--- src/rtl/fcc_pkg.sv ---
// ----------------------------------------------------------------------------
// fcc_pkg
// Types, character codes and pattern helpers shared by the complexity counter.
// ----------------------------------------------------------------------------
package fcc_pkg;

  typedef struct packed {
    logic       body;
    logic       emit;
    logic [3:0] lines;
    logic [7:0] code;
  } fcc_cmd_t;

  typedef struct packed {
    logic hit;
    logic case_hit;
  } fcc_match_t;

  localparam logic [7:0] CH_NUL    = 8'h00;
  localparam logic [7:0] CH_NL     = 8'h0A;
  localparam logic [7:0] CH_SEMI   = 8'h3B;
  localparam logic [7:0] CH_EQ     = 8'h3D;
  localparam logic [7:0] CH_LBRACE = 8'h7B;
  localparam logic [7:0] CH_RBRACE = 8'h7D;

  localparam logic signed [15:0] DEPTH_MAX = 16'sh7FFF;
  localparam logic signed [15:0] DEPTH_MIN = -16'sh8000;

  localparam logic [2:0]  STRUCT_LEN  = 3'd6;
  localparam logic [47:0] WORD_STRUCT = "struct";

  localparam logic [23:0] PAT_IF_SP    = "if ";
  localparam logic [23:0] PAT_IF_PAR   = "if(";
  localparam logic [31:0] PAT_FOR_SP   = "for ";
  localparam logic [31:0] PAT_FOR_PAR  = "for(";
  localparam logic [47:0] PAT_WHILE_SP = "while ";
  localparam logic [47:0] PAT_WHILE_PR = "while(";
  localparam logic [39:0] PAT_CASE_SP  = "case ";
  localparam logic [15:0] PAT_AND      = "&&";
  localparam logic [15:0] PAT_OR       = "||";

  function automatic logic [7:0] struct_char(input logic [2:0] pos);
    logic [7:0] c;
    case (pos)
      3'd0:    c = WORD_STRUCT[47:40];
      3'd1:    c = WORD_STRUCT[39:32];
      3'd2:    c = WORD_STRUCT[31:24];
      3'd3:    c = WORD_STRUCT[23:16];
      3'd4:    c = WORD_STRUCT[15:8];
      3'd5:    c = WORD_STRUCT[7:0];
      default: c = CH_NUL;
    endcase
    return c;
  endfunction

  // newest byte in the lowest bits
  function automatic fcc_match_t match_tail(input logic [47:0] win);
    fcc_match_t m;
    m.case_hit = (win[39:0] == PAT_CASE_SP);
    m.hit = (win[23:0] == PAT_IF_SP) || (win[23:0] == PAT_IF_PAR) ||
            (win[31:0] == PAT_FOR_SP) || (win[31:0] == PAT_FOR_PAR) ||
            (win[47:0] == PAT_WHILE_SP) || (win[47:0] == PAT_WHILE_PR) ||
            m.case_hit || (win[15:0] == PAT_AND) || (win[15:0] == PAT_OR);
    return m;
  endfunction

endpackage

--- src/rtl/function_complexity_counter.sv ---
// ----------------------------------------------------------------------------
// function_complexity_counter
// Per-function line, cyclomatic and case-label counts from a C byte stream.
// ----------------------------------------------------------------------------
// One source byte is taken per cycle while the queue has room. The front
// stage tracks brace depth and the struct/initialiser skip flag and passes
// a command through a two-entry queue to the back stage, which updates the
// line window and the saturating counters as it takes each command. The
// back stage writes a result into the output register when it takes the
// command of the closing brace; an untaken result can hold the back stage.
// The back stage stalls only when a new result finds the previous one still
// untaken, and the front stalls only once the queue is full.
module function_complexity_counter #(
  parameter int LINE_BUFFER = 256
) (
  input  logic        clk,
  input  logic        rst,
  input  logic        s_tvalid,
  output logic        s_tready,
  input  logic [15:0] s_tdata,   // code_byte[7:0], raw_newlines[11:8], zero pad
  input  logic [0:0]  s_tuser,   // in_quote[0]
  output logic        m_tvalid,
  input  logic        m_tready,
  output logic [47:0] m_tdata    // line_count[15:0], complexity[31:16], case_count[47:32]
);

  logic              f_valid, f_ready;
  fcc_pkg::fcc_cmd_t f_cmd;
  logic              q_valid, q_ready;
  fcc_pkg::fcc_cmd_t q_cmd;

  fcc_front u_front (
    .clk          (clk),
    .rst          (rst),
    .in_valid     (s_tvalid),
    .in_ready     (s_tready),
    .code_byte    (s_tdata[7:0]),
    .in_quote     (s_tuser[0]),
    .raw_newlines (s_tdata[11:8]),
    .cmd_valid    (f_valid),
    .cmd          (f_cmd),
    .cmd_ready    (f_ready)
  );

  fcc_queue u_queue (
    .clk        (clk),
    .rst        (rst),
    .push_valid (f_valid),
    .push_ready (f_ready),
    .push_cmd   (f_cmd),
    .pop_valid  (q_valid),
    .pop_ready  (q_ready),
    .pop_cmd    (q_cmd)
  );

  fcc_back #(
    .LINE_BUFFER (LINE_BUFFER)
  ) u_back (
    .clk        (clk),
    .rst        (rst),
    .cmd_valid  (q_valid),
    .cmd_ready  (q_ready),
    .cmd        (q_cmd),
    .out_valid  (m_tvalid),
    .out_ready  (m_tready),
    .line_count (m_tdata[15:0]),
    .complexity (m_tdata[31:16]),
    .case_count (m_tdata[47:32])
  );

`ifndef NO_ASSERTIONS
  a_emit_shows: assert property (@(posedge clk) disable iff (rst)
    q_valid && q_ready && q_cmd.emit |=> m_tvalid)
    else $error("closing brace did not produce a result");

  a_full_has_work: assert property (@(posedge clk) disable iff (rst)
    !s_tready |-> q_valid)
    else $error("input stalled with empty queue");

  a_cx_nonzero: assert property (@(posedge clk) disable iff (rst)
    m_tvalid |-> m_tdata[31:16] != 16'd0)
    else $error("complexity of zero emitted");

  a_reset_clear: assert property (@(posedge clk)
    rst |=> !m_tvalid)
    else $error("result valid after reset");
`endif

endmodule

--- src/rtl/fcc_front.sv ---
// ----------------------------------------------------------------------------
// fcc_front
// Brace depth, struct matcher and skip flag; turns bytes with work into commands.
// ----------------------------------------------------------------------------
module fcc_front (
  input  logic              clk,
  input  logic              rst,
  input  logic              in_valid,
  output logic              in_ready,
  input  logic [7:0]        code_byte,
  input  logic              in_quote,
  input  logic [3:0]        raw_newlines,
  output logic              cmd_valid,
  output fcc_pkg::fcc_cmd_t cmd,
  input  logic              cmd_ready
);

  logic signed [15:0] depth, depth_next;
  logic               skip, skip_next;
  logic [2:0]         pos, pos_next;
  logic               in_func, in_func_next;
  logic               accept;
  logic               depth_zero, depth_pos;

  assign in_ready   = cmd_ready;
  assign accept     = in_valid && cmd_ready;
  assign depth_zero = (depth == 16'sd0);
  assign depth_pos  = !depth[15] && !depth_zero;

  always_comb begin
    skip_next    = skip;
    pos_next     = pos;
    depth_next   = depth;
    in_func_next = in_func;
    cmd.lines    = in_func ? raw_newlines : 4'd0;
    cmd.code     = code_byte;
    cmd.body     = 1'b0;
    cmd.emit     = 1'b0;
    if (!in_quote) begin
      if (depth_zero) begin
        if (pos < fcc_pkg::STRUCT_LEN && code_byte == fcc_pkg::struct_char(pos)) begin
          pos_next = pos + 3'd1;
          if (pos_next == fcc_pkg::STRUCT_LEN) skip_next = 1'b1;
        end else begin
          pos_next = 3'd0;
        end
        if (code_byte == fcc_pkg::CH_EQ) skip_next = 1'b1;
        if (code_byte == fcc_pkg::CH_SEMI) skip_next = 1'b0;
      end
      cmd.body = depth_pos && !skip_next;
      if (cmd.body) in_func_next = 1'b1;
      if (code_byte == fcc_pkg::CH_LBRACE) begin
        if (depth != fcc_pkg::DEPTH_MAX) depth_next = depth + 16'sd1;
      end else if (code_byte == fcc_pkg::CH_RBRACE) begin
        if (depth != fcc_pkg::DEPTH_MIN) depth_next = depth - 16'sd1;
        if (depth_next == 16'sd0 && !skip_next) begin
          cmd.emit     = 1'b1;
          in_func_next = 1'b0;
        end
      end
    end
    cmd_valid = in_valid && (cmd.body || cmd.emit || cmd.lines != 4'd0);
  end

  always_ff @(posedge clk) begin
    if (rst) begin
      depth   <= 16'sd0;
      skip    <= 1'b0;
      pos     <= 3'd0;
      in_func <= 1'b0;
    end else if (accept) begin
      depth   <= depth_next;
      skip    <= skip_next;
      pos     <= pos_next;
      in_func <= in_func_next;
    end
  end

endmodule

--- src/rtl/fcc_queue.sv ---
// ----------------------------------------------------------------------------
// fcc_queue
// Two-entry command queue between the front and back parts.
// ----------------------------------------------------------------------------
module fcc_queue (
  input  logic              clk,
  input  logic              rst,
  input  logic              push_valid,
  output logic              push_ready,
  input  fcc_pkg::fcc_cmd_t push_cmd,
  output logic              pop_valid,
  input  logic              pop_ready,
  output fcc_pkg::fcc_cmd_t pop_cmd
);

  fcc_pkg::fcc_cmd_t slots [2];
  logic              wptr, rptr;
  logic [1:0]        count;
  logic              push, pop;

  assign push_ready = (count != 2'd2);
  assign pop_valid  = (count != 2'd0);
  assign push       = push_valid && push_ready;
  assign pop        = pop_valid && pop_ready;
  assign pop_cmd    = slots[rptr];

  always_ff @(posedge clk) begin
    if (push) slots[wptr] <= push_cmd;
  end

  always_ff @(posedge clk) begin
    if (rst) begin
      wptr  <= 1'b0;
      rptr  <= 1'b0;
      count <= 2'd0;
    end else begin
      if (push) wptr <= !wptr;
      if (pop) rptr <= !rptr;
      case ({push, pop})
        2'b10:   count <= count + 2'd1;
        2'b01:   count <= count - 2'd1;
        default: count <= count;
      endcase
    end
  end

endmodule

--- src/rtl/fcc_back.sv ---
// ----------------------------------------------------------------------------
// fcc_back
// Line window, pattern matching, saturating totals and the result register.
// ----------------------------------------------------------------------------
module fcc_back #(
  parameter int LINE_BUFFER = 256
) (
  input  logic              clk,
  input  logic              rst,
  input  logic              cmd_valid,
  output logic              cmd_ready,
  input  fcc_pkg::fcc_cmd_t cmd,
  output logic              out_valid,
  input  logic              out_ready,
  output logic [15:0]       line_count,
  output logic [15:0]       complexity,
  output logic [15:0]       case_count
);

  localparam int FW = $clog2(LINE_BUFFER + 1);
  localparam logic [FW-1:0] FILL_FULL = FW'(LINE_BUFFER);

  logic [FW-1:0] fill, fill_next;
  logic [47:0]   window, window_next;
  logic [15:0]   pend_cx, pend_cx_next;
  logic [7:0]    pend_cs, pend_cs_next;
  logic [15:0]   tot_cx, tot_cx_next;
  logic [15:0]   tot_cs, tot_cs_next;
  logic [15:0]   tot_ln, tot_ln_next;
  logic [16:0]   ln_sum, cx_sum, cs_sum;
  logic [15:0]   ln_sat;
  fcc_pkg::fcc_match_t m;
  logic          fire;

  assign cmd_ready = !cmd.emit || !out_valid || out_ready;
  assign fire      = cmd_valid && cmd_ready;

  always_comb begin
    fill_next    = fill;
    window_next  = window;
    pend_cx_next = pend_cx;
    pend_cs_next = pend_cs;
    tot_cx_next  = tot_cx;
    tot_cs_next  = tot_cs;
    m            = '0;
    ln_sum = {1'b0, tot_ln} + 17'(cmd.lines);
    ln_sat = ln_sum[16] ? 16'hFFFF : ln_sum[15:0];
    cx_sum = {1'b0, tot_cx} + {1'b0, pend_cx};
    cs_sum = {1'b0, tot_cs} + 17'(pend_cs);
    tot_ln_next = ln_sat;
    if (cmd.body) begin
      if (cmd.code != fcc_pkg::CH_NL) begin
        if (fill < FILL_FULL) begin
          if (cmd.code == fcc_pkg::CH_NUL) begin
            fill_next = FILL_FULL;
          end else begin
            window_next = {window[39:0], cmd.code};
            fill_next   = fill + FW'(1);
            m           = fcc_pkg::match_tail(window_next);
            if (m.hit && pend_cx != 16'hFFFF) pend_cx_next = pend_cx + 16'd1;
            if (m.case_hit && pend_cs != 8'hFF) pend_cs_next = pend_cs + 8'd1;
          end
        end
      end else begin
        tot_cx_next  = cx_sum[16] ? 16'hFFFF : cx_sum[15:0];
        tot_cs_next  = cs_sum[16] ? 16'hFFFF : cs_sum[15:0];
        pend_cx_next = 16'd0;
        pend_cs_next = 8'd0;
        fill_next    = '0;
        window_next  = '0;
      end
    end
    if (cmd.emit) begin
      tot_ln_next = 16'd0;
      tot_cx_next = 16'd1;
      tot_cs_next = 16'd0;
    end
  end

  always_ff @(posedge clk) begin
    if (rst) begin
      fill    <= '0;
      window  <= '0;
      pend_cx <= 16'd0;
      pend_cs <= 8'd0;
      tot_cx  <= 16'd1;
      tot_cs  <= 16'd0;
      tot_ln  <= 16'd0;
    end else if (fire) begin
      fill    <= fill_next;
      window  <= window_next;
      pend_cx <= pend_cx_next;
      pend_cs <= pend_cs_next;
      tot_cx  <= tot_cx_next;
      tot_cs  <= tot_cs_next;
      tot_ln  <= tot_ln_next;
    end
  end

  always_ff @(posedge clk) begin
    if (rst) begin
      out_valid <= 1'b0;
    end else if (fire && cmd.emit) begin
      out_valid <= 1'b1;
    end else if (out_ready) begin
      out_valid <= 1'b0;
    end
  end

  always_ff @(posedge clk) begin
    if (fire && cmd.emit) begin
      line_count <= ln_sat;
      complexity <= tot_cx;
      case_count <= tot_cs;
    end
  end

endmodule
--- config.mk ---
export PLATFORM = sky130hd
export DESIGN_NAME = function_complexity_counter
export DESIGN_NICKNAME = d
export VERILOG_FILES = /design/src/rtl/fcc_pkg.sv /design/src/rtl/function_complexity_counter.sv /design/src/rtl/fcc_front.sv /design/src/rtl/fcc_queue.sv /design/src/rtl/fcc_back.sv
export SDC_FILE = /design/constraint.sdc
export NUM_CORES = 1
export LEC_CHECK = 0
export BUFFER_PORTS_ARGS = -buffer_cell sky130_fd_sc_hd__buf_4
export CORE_AREA = 2 2 155 119
export CTS_CLUSTER_DIAMETER = 120
export DETAILED_ROUTE_END_ITERATION = 10
export DIE_AREA = 0 0 157 121
export GPL_TIMING_DRIVEN = 0
export HOLD_SLACK_MARGIN = 0.08
export MAX_ROUTING_LAYER = met4
export PLACE_DENSITY_LB_ADDON = 0.1
export RECOVER_POWER = 50
export SLEW_MARGIN = 20
export SYNTH_ARGS = -nofsm -noshare
export SYNTH_HDL_FRONTEND = slang
export SYNTH_SLANG_ARGS = --single-unit
--- constraint.sdc ---
create_clock -name clk -period 11.1 [get_ports clk]
set_clock_uncertainty 0.1 [all_clocks]
set_input_delay 2.22 -clock clk [delete_from_list [all_inputs] [get_ports clk]]
set_output_delay 2.22 -clock clk [all_outputs]
set_load 0.01 [all_outputs]
==> results by stage <==
Run status:
- The run finished with clean final reports.

Setup path:
- The arrival time of the worst setup path is 5.35 ns.
- STA puts the critical path data required time at 11.44 ns.
- STA classifies the critical path endpoint as a register.
- In this design, the stage delay of the slowest critical-path cell is 1.12 ns.
- The highest net fanout along the worst path is 10.
- The critical path class is reg -> reg.
- The signal on the critical path passes through buf_6, buf_6, clkbuf_1, mux2_2, ha_1, inv_1, fa_1, nor2b_1, o21ai_0, a2111oi_0, nand4_1, clkbuf_1, nand2_1, a22oi_1, nor2_1.
- The slowest stage of the critical path belongs to the cell a2111oi_0.
- The kind of start point of the critical path is a register.

Floorplanning:
- The initial utilization of the core area, before any placement, comes to 0.643.
- The core box area is 0.0174 mm².
- The die is 157 µm wide.
- The I/O pin count is 71.
- The die area is 0.0190 mm².
- The number of placement rows is 42.
- The die is 121 µm tall.

GRT:
- The total overflow left after global routing is 0.
- The number of global-route vias before repair is 8784.
- The pin count of the biggest net entering global routing is 16.
- For this run, the total global-route usage over all layers was measured as 0.297.
- The number of antenna violations at the first check in global routing is 0.
- The global-route wire length before repair is 44.7 mm.

Timing:
- Timing would allow up to 200 MHz.
- At the pin with the least slew margin, the transition time is 1.23 ns.
- Counting I/O delays and the setup requirement, the final critical path takes 5.01 ns.
- Adding up every negative setup slack in the final design gives 0 ns.
- The minimum setup slack in the final design is 6.09 ns.
- The minimum hold slack is 0.361 ns.
- The final count of hold timing violations is 0.
- Setup violations remaining at the end of the flow were counted as 0.
- The final cycle utilization of the critical path is 0.451.
- The worst relative slew slack is 0.159.
- Setup repair after global routing left no endpoint under its margin.
- The number of pins with negative max-slew slack in the final report came to 0.

Clock network:
- CTS built an H-tree with a depth of 1.
- The clock net in this run drives a total of 224 sinks.
- Counting the buffers created by CTS gives 22.
- TritonCTS built the clock tree.
- The clock insertion delay at the later pin of the skew report is 0.51 ns.
- The clock root buffer is clkbuf_16.
- The number of setup buffers added after CTS is 0.
- The number of resized instances in the post-cts repair step is 0.
- After clock tree synthesis, the clock-pin slew on the worst setup and hold paths is 0.06 ns.
- Hold repair after CTS inserted 0 buffers.
- The maximum buffer depth of the clock tree is 3.

Synth:
- The share of flip-flops with an asynchronous set or reset after synthesis is 0.
- For this run, the leading register cell type out of synthesis is dfxtp_1.
- The number of warnings issued by yosys is 0.
- The share of the Yosys chip area taken by registers is 0.469.
- The synthesized design contains 76 enable-type register cells.
- Counting every net in the synthesized netlist gives 1277.
- The synthesized area per cell is 9.22 µm².
- Synthesis instantiated 70 different standard cells from the library.
- Synthesis produced a netlist whose cell count is 1213.
- In this run, synthesis produced a sequential element count of 224.
- The netlist area before placement is 0.0112 mm².

Detailed routing:
- The first-iteration detailed-routing DRC count is 912.
- The via count is 9655.
- The post-detailed-route count of antenna-violating nets is 0.
- The final wirelength is 27.3 mm.
- For this run, the detailed router's first-pass iteration total came to 6.
- The detail-routed via count per cell is 6.17.
- In the final routed layout, each cell accounts on average for 17.4 µm.
- The number of remaining DRC errors is 0.

Power and ir drop:
- The switching part of the total power is 0.278.
- The design draws 2.00 mW.
- The peak supply drop is 157 µV.
- Dividing total power by cell area gives a power density of 160 mW/mm².
- The portion of total power attributed to sequential cells is 0.480.
- The design internal power is 1.44 mW.
- For this design the static power due to leakage is 4.38 nW.
- Of the total power, the clock network draws 0.376.
- The net switching component of the power is 555 µW.
- The proportion of power drawn by combinational gates is 0.145.

Cells and area:
- The finished cells cover 0.0125 mm².
- The count of nets after finishing is 1372.
- The share of final-layout standard cells stronger than drive strength 1 is 0.0498.
- The antenna diode count is 0.
- Relative to the synthesized area, the layout overhead comes to 11.7%.

Place:
- The HPWL after detailed placement is 19.4 mm.
- The standard cell area after detailed placement is 0.0120 mm².
- The routability congestion estimate is 0.942.
- The count of buffers added on input and output ports is 65.
- Timing analysis after detailed placement gives a worst setup slack of 6.10 ns.

Min path:
- The path class of the tightest hold or removal check is reg -> reg.

Job:
- Max-cap violations in this run came to 0.
## synthesized netlist by cell type (4+ instances only)
| cell type | instances | share of area |
|---|---|---|
| nand3b_1 | 6 | 0.0040 |
| nor4_1 | 16 | 0.0089 |
| nor3_1 | 25 | 0.011 |
| a21o_1 | 10 | 0.0067 |
| mux2_2 | 4 | 0.0040 |
| and3b_1 | 5 | 0.0039 |
| o31ai_1 | 11 | 0.0074 |
| nor3b_1 | 7 | 0.0047 |
| o32ai_1 | 5 | 0.0039 |
| nand2b_1 | 12 | 0.0067 |
| xor2_1 | 16 | 0.013 |
| a21oi_1 | 66 | 0.030 |
| o211ai_1 | 6 | 0.0040 |
| or4_1 | 9 | 0.0060 |
| nor4bb_1 | 4 | 0.0036 |
| nand2_1 | 106 | 0.036 |
| clkbuf_1 | 52 | 0.017 |
| and2_1 | 10 | 0.0056 |
| edfxtp_1 | 76 | 0.20 |
| or3_1 | 24 | 0.013 |
| a41oi_1 | 4 | 0.0031 |
| o2111ai_1 | 4 | 0.0031 |
| dfxtp_1 | 148 | 0.26 |
| inv_1 | 37 | 0.012 |
| a22oi_1 | 46 | 0.031 |
| o21ai_0 | 86 | 0.038 |
| nor2b_1 | 12 | 0.0067 |
| or2_2 | 10 | 0.0056 |
| nand4_1 | 18 | 0.010 |
| xnor2_1 | 30 | 0.023 |
| a211oi_1 | 13 | 0.0087 |
| a31oi_1 | 8 | 0.0045 |
| and3_1 | 16 | 0.0089 |
| nor4b_1 | 11 | 0.0086 |
| o21a_1 | 8 | 0.0054 |
| ha_1 | 40 | 0.045 |
| nor2_1 | 142 | 0.048 |
| mux2i_1 | 14 | 0.013 |
| nand3_1 | 36 | 0.016 |
| nand4b_1 | 5 | 0.0039 |
## flip-flops by register name (all words and copies together), names as in the netlist, 2 cells and up, named ones only
name and flops:
u_back.complexity 16, u_back.window 40, u_back.case_count 16, u_front.pos 3, u_back.tot_cx 16, u_front.depth 16, u_back.pend_cs 8, u_back.tot_cs 16
u_back.line_count 16, u_back.tot_ln 16, u_back.fill 9, u_queue.count 2, u_back.pend_cx 16, u_queue.slots 28
## routing by layer
layer,wire (µm),share of wire,track usage,vias up
met5,0,0,-,-
met3,1970,0.072,0.0386,30
met2,11900,0.44,0.436,385
met1,13000,0.48,0.443,4597
li1,-,-,-,4643
met4,399,0.015,0.0602,0
## cells by family (layout without fill, tap and decap cells)
logic type      count (synthesis)  in the layout  synth area share
simple gates                  484            484             0.219
compound gates                299            299             0.173
flops                         224            224             0.469
buf+inv                        98            209            0.0346
xor+xnor                       46             46            0.0360
fa+ha+maj                      43             43            0.0501
mux                            19             19            0.0179
## layout by cell type, fill, tap and decap left out, types with 6 or more instances in the layout
master / netlist / layout
nand2b_1: 12 / 12
or3_1: 24 / 24
o21ai_0: 86 / 86
a21oi_1: 66 / 66
dfxtp_1: 148 / 148
edfxtp_1: 76 / 76
xnor2_1: 30 / 30
and2_0: 2 / 8
clkbuf_1: 52 / 119
or2_2: 10 / 10
o21a_1: 8 / 8
nor3b_1: 7 / 7
a21o_1: 10 / 10
ha_1: 40 / 40
nor3_1: 25 / 25
or4_1: 9 / 9
nand3b_1: 6 / 6
o31ai_1: 11 / 11
nand2_1: 106 / 106
nor4_1: 16 / 16
clkbuf_16: 0 / 24
o211ai_1: 6 / 6
and3_1: 16 / 16
nor2_1: 142 / 141
inv_1: 37 / 37
nand4_1: 18 / 18
xor2_1: 16 / 16
a211oi_1: 13 / 13
a31oi_1: 8 / 8
a22oi_1: 46 / 46
nand3_1: 36 / 36
mux2i_1: 14 / 14
nor4b_1: 11 / 11
nor2b_1: 12 / 12
## worst max-delay path, delay by kind of cell, from the launching register on
family          cells  cell delay (ns)
mux                 1             0.29
buf+inv             5             1.28
flops               1             0.33
fa+ha+maj           2             0.53
compound gates      3             1.40
simple gates        4             1.00
## worst paths after layout
kind,start,end,slack (ns),cells after the start
setup / recovery,register,u_back.tot_ln[8]$_SDFFE_PP0P_,6.09,15
hold / removal,u_back.tot_cs[3]$_SDFFE_PP0P_,u_back.tot_cs[3]$_SDFFE_PP0P_,0.36,2
setup reg to reg,register,u_back.tot_ln[8]$_SDFFE_PP0P_,6.09,15
hold reg to reg,u_back.tot_cs[3]$_SDFFE_PP0P_,u_back.tot_cs[3]$_SDFFE_PP0P_,0.36,2
## power by group through the flow
stage	clock network, mW	logic [mW]	registers (mW)
6_report	0.750	0.289	0.958
5_1_grt	0.790	0.317	0.964
4_1_cts	0.756	0.331	0.958
3_5_place_dp	0	0.328	0.975
3_3_place_gp	0	0.311	0.982
2_1_floorplan	0	0.158	1.00
## layout make-up
| cell class | count | area (µm²) |
|---|---|---|
| Clock buffer | 30 | 643 |
| Buffer | 60 | 243 |
| Multi-Input combinational cell | 891 | 5540 |
| Inverter | 38 | 143 |
| Fill cell | 1367 | 4900 |
| Timing Repair Buffer | 71 | 298 |
| Sequential cell | 224 | 5250 |
| Tap cell | 242 | 303 |
| Clock inverter | 10 | 86.3 |
## per-stage QoR
step	util	instances
finish	0.718	1566
detailed placement	0.692	1526
global placement	0.688	1520
CTS	0.734	1566
floorplan	-	1213
global route	0.718	1566
No activity file was read; power rests on OpenSTA's default activity.
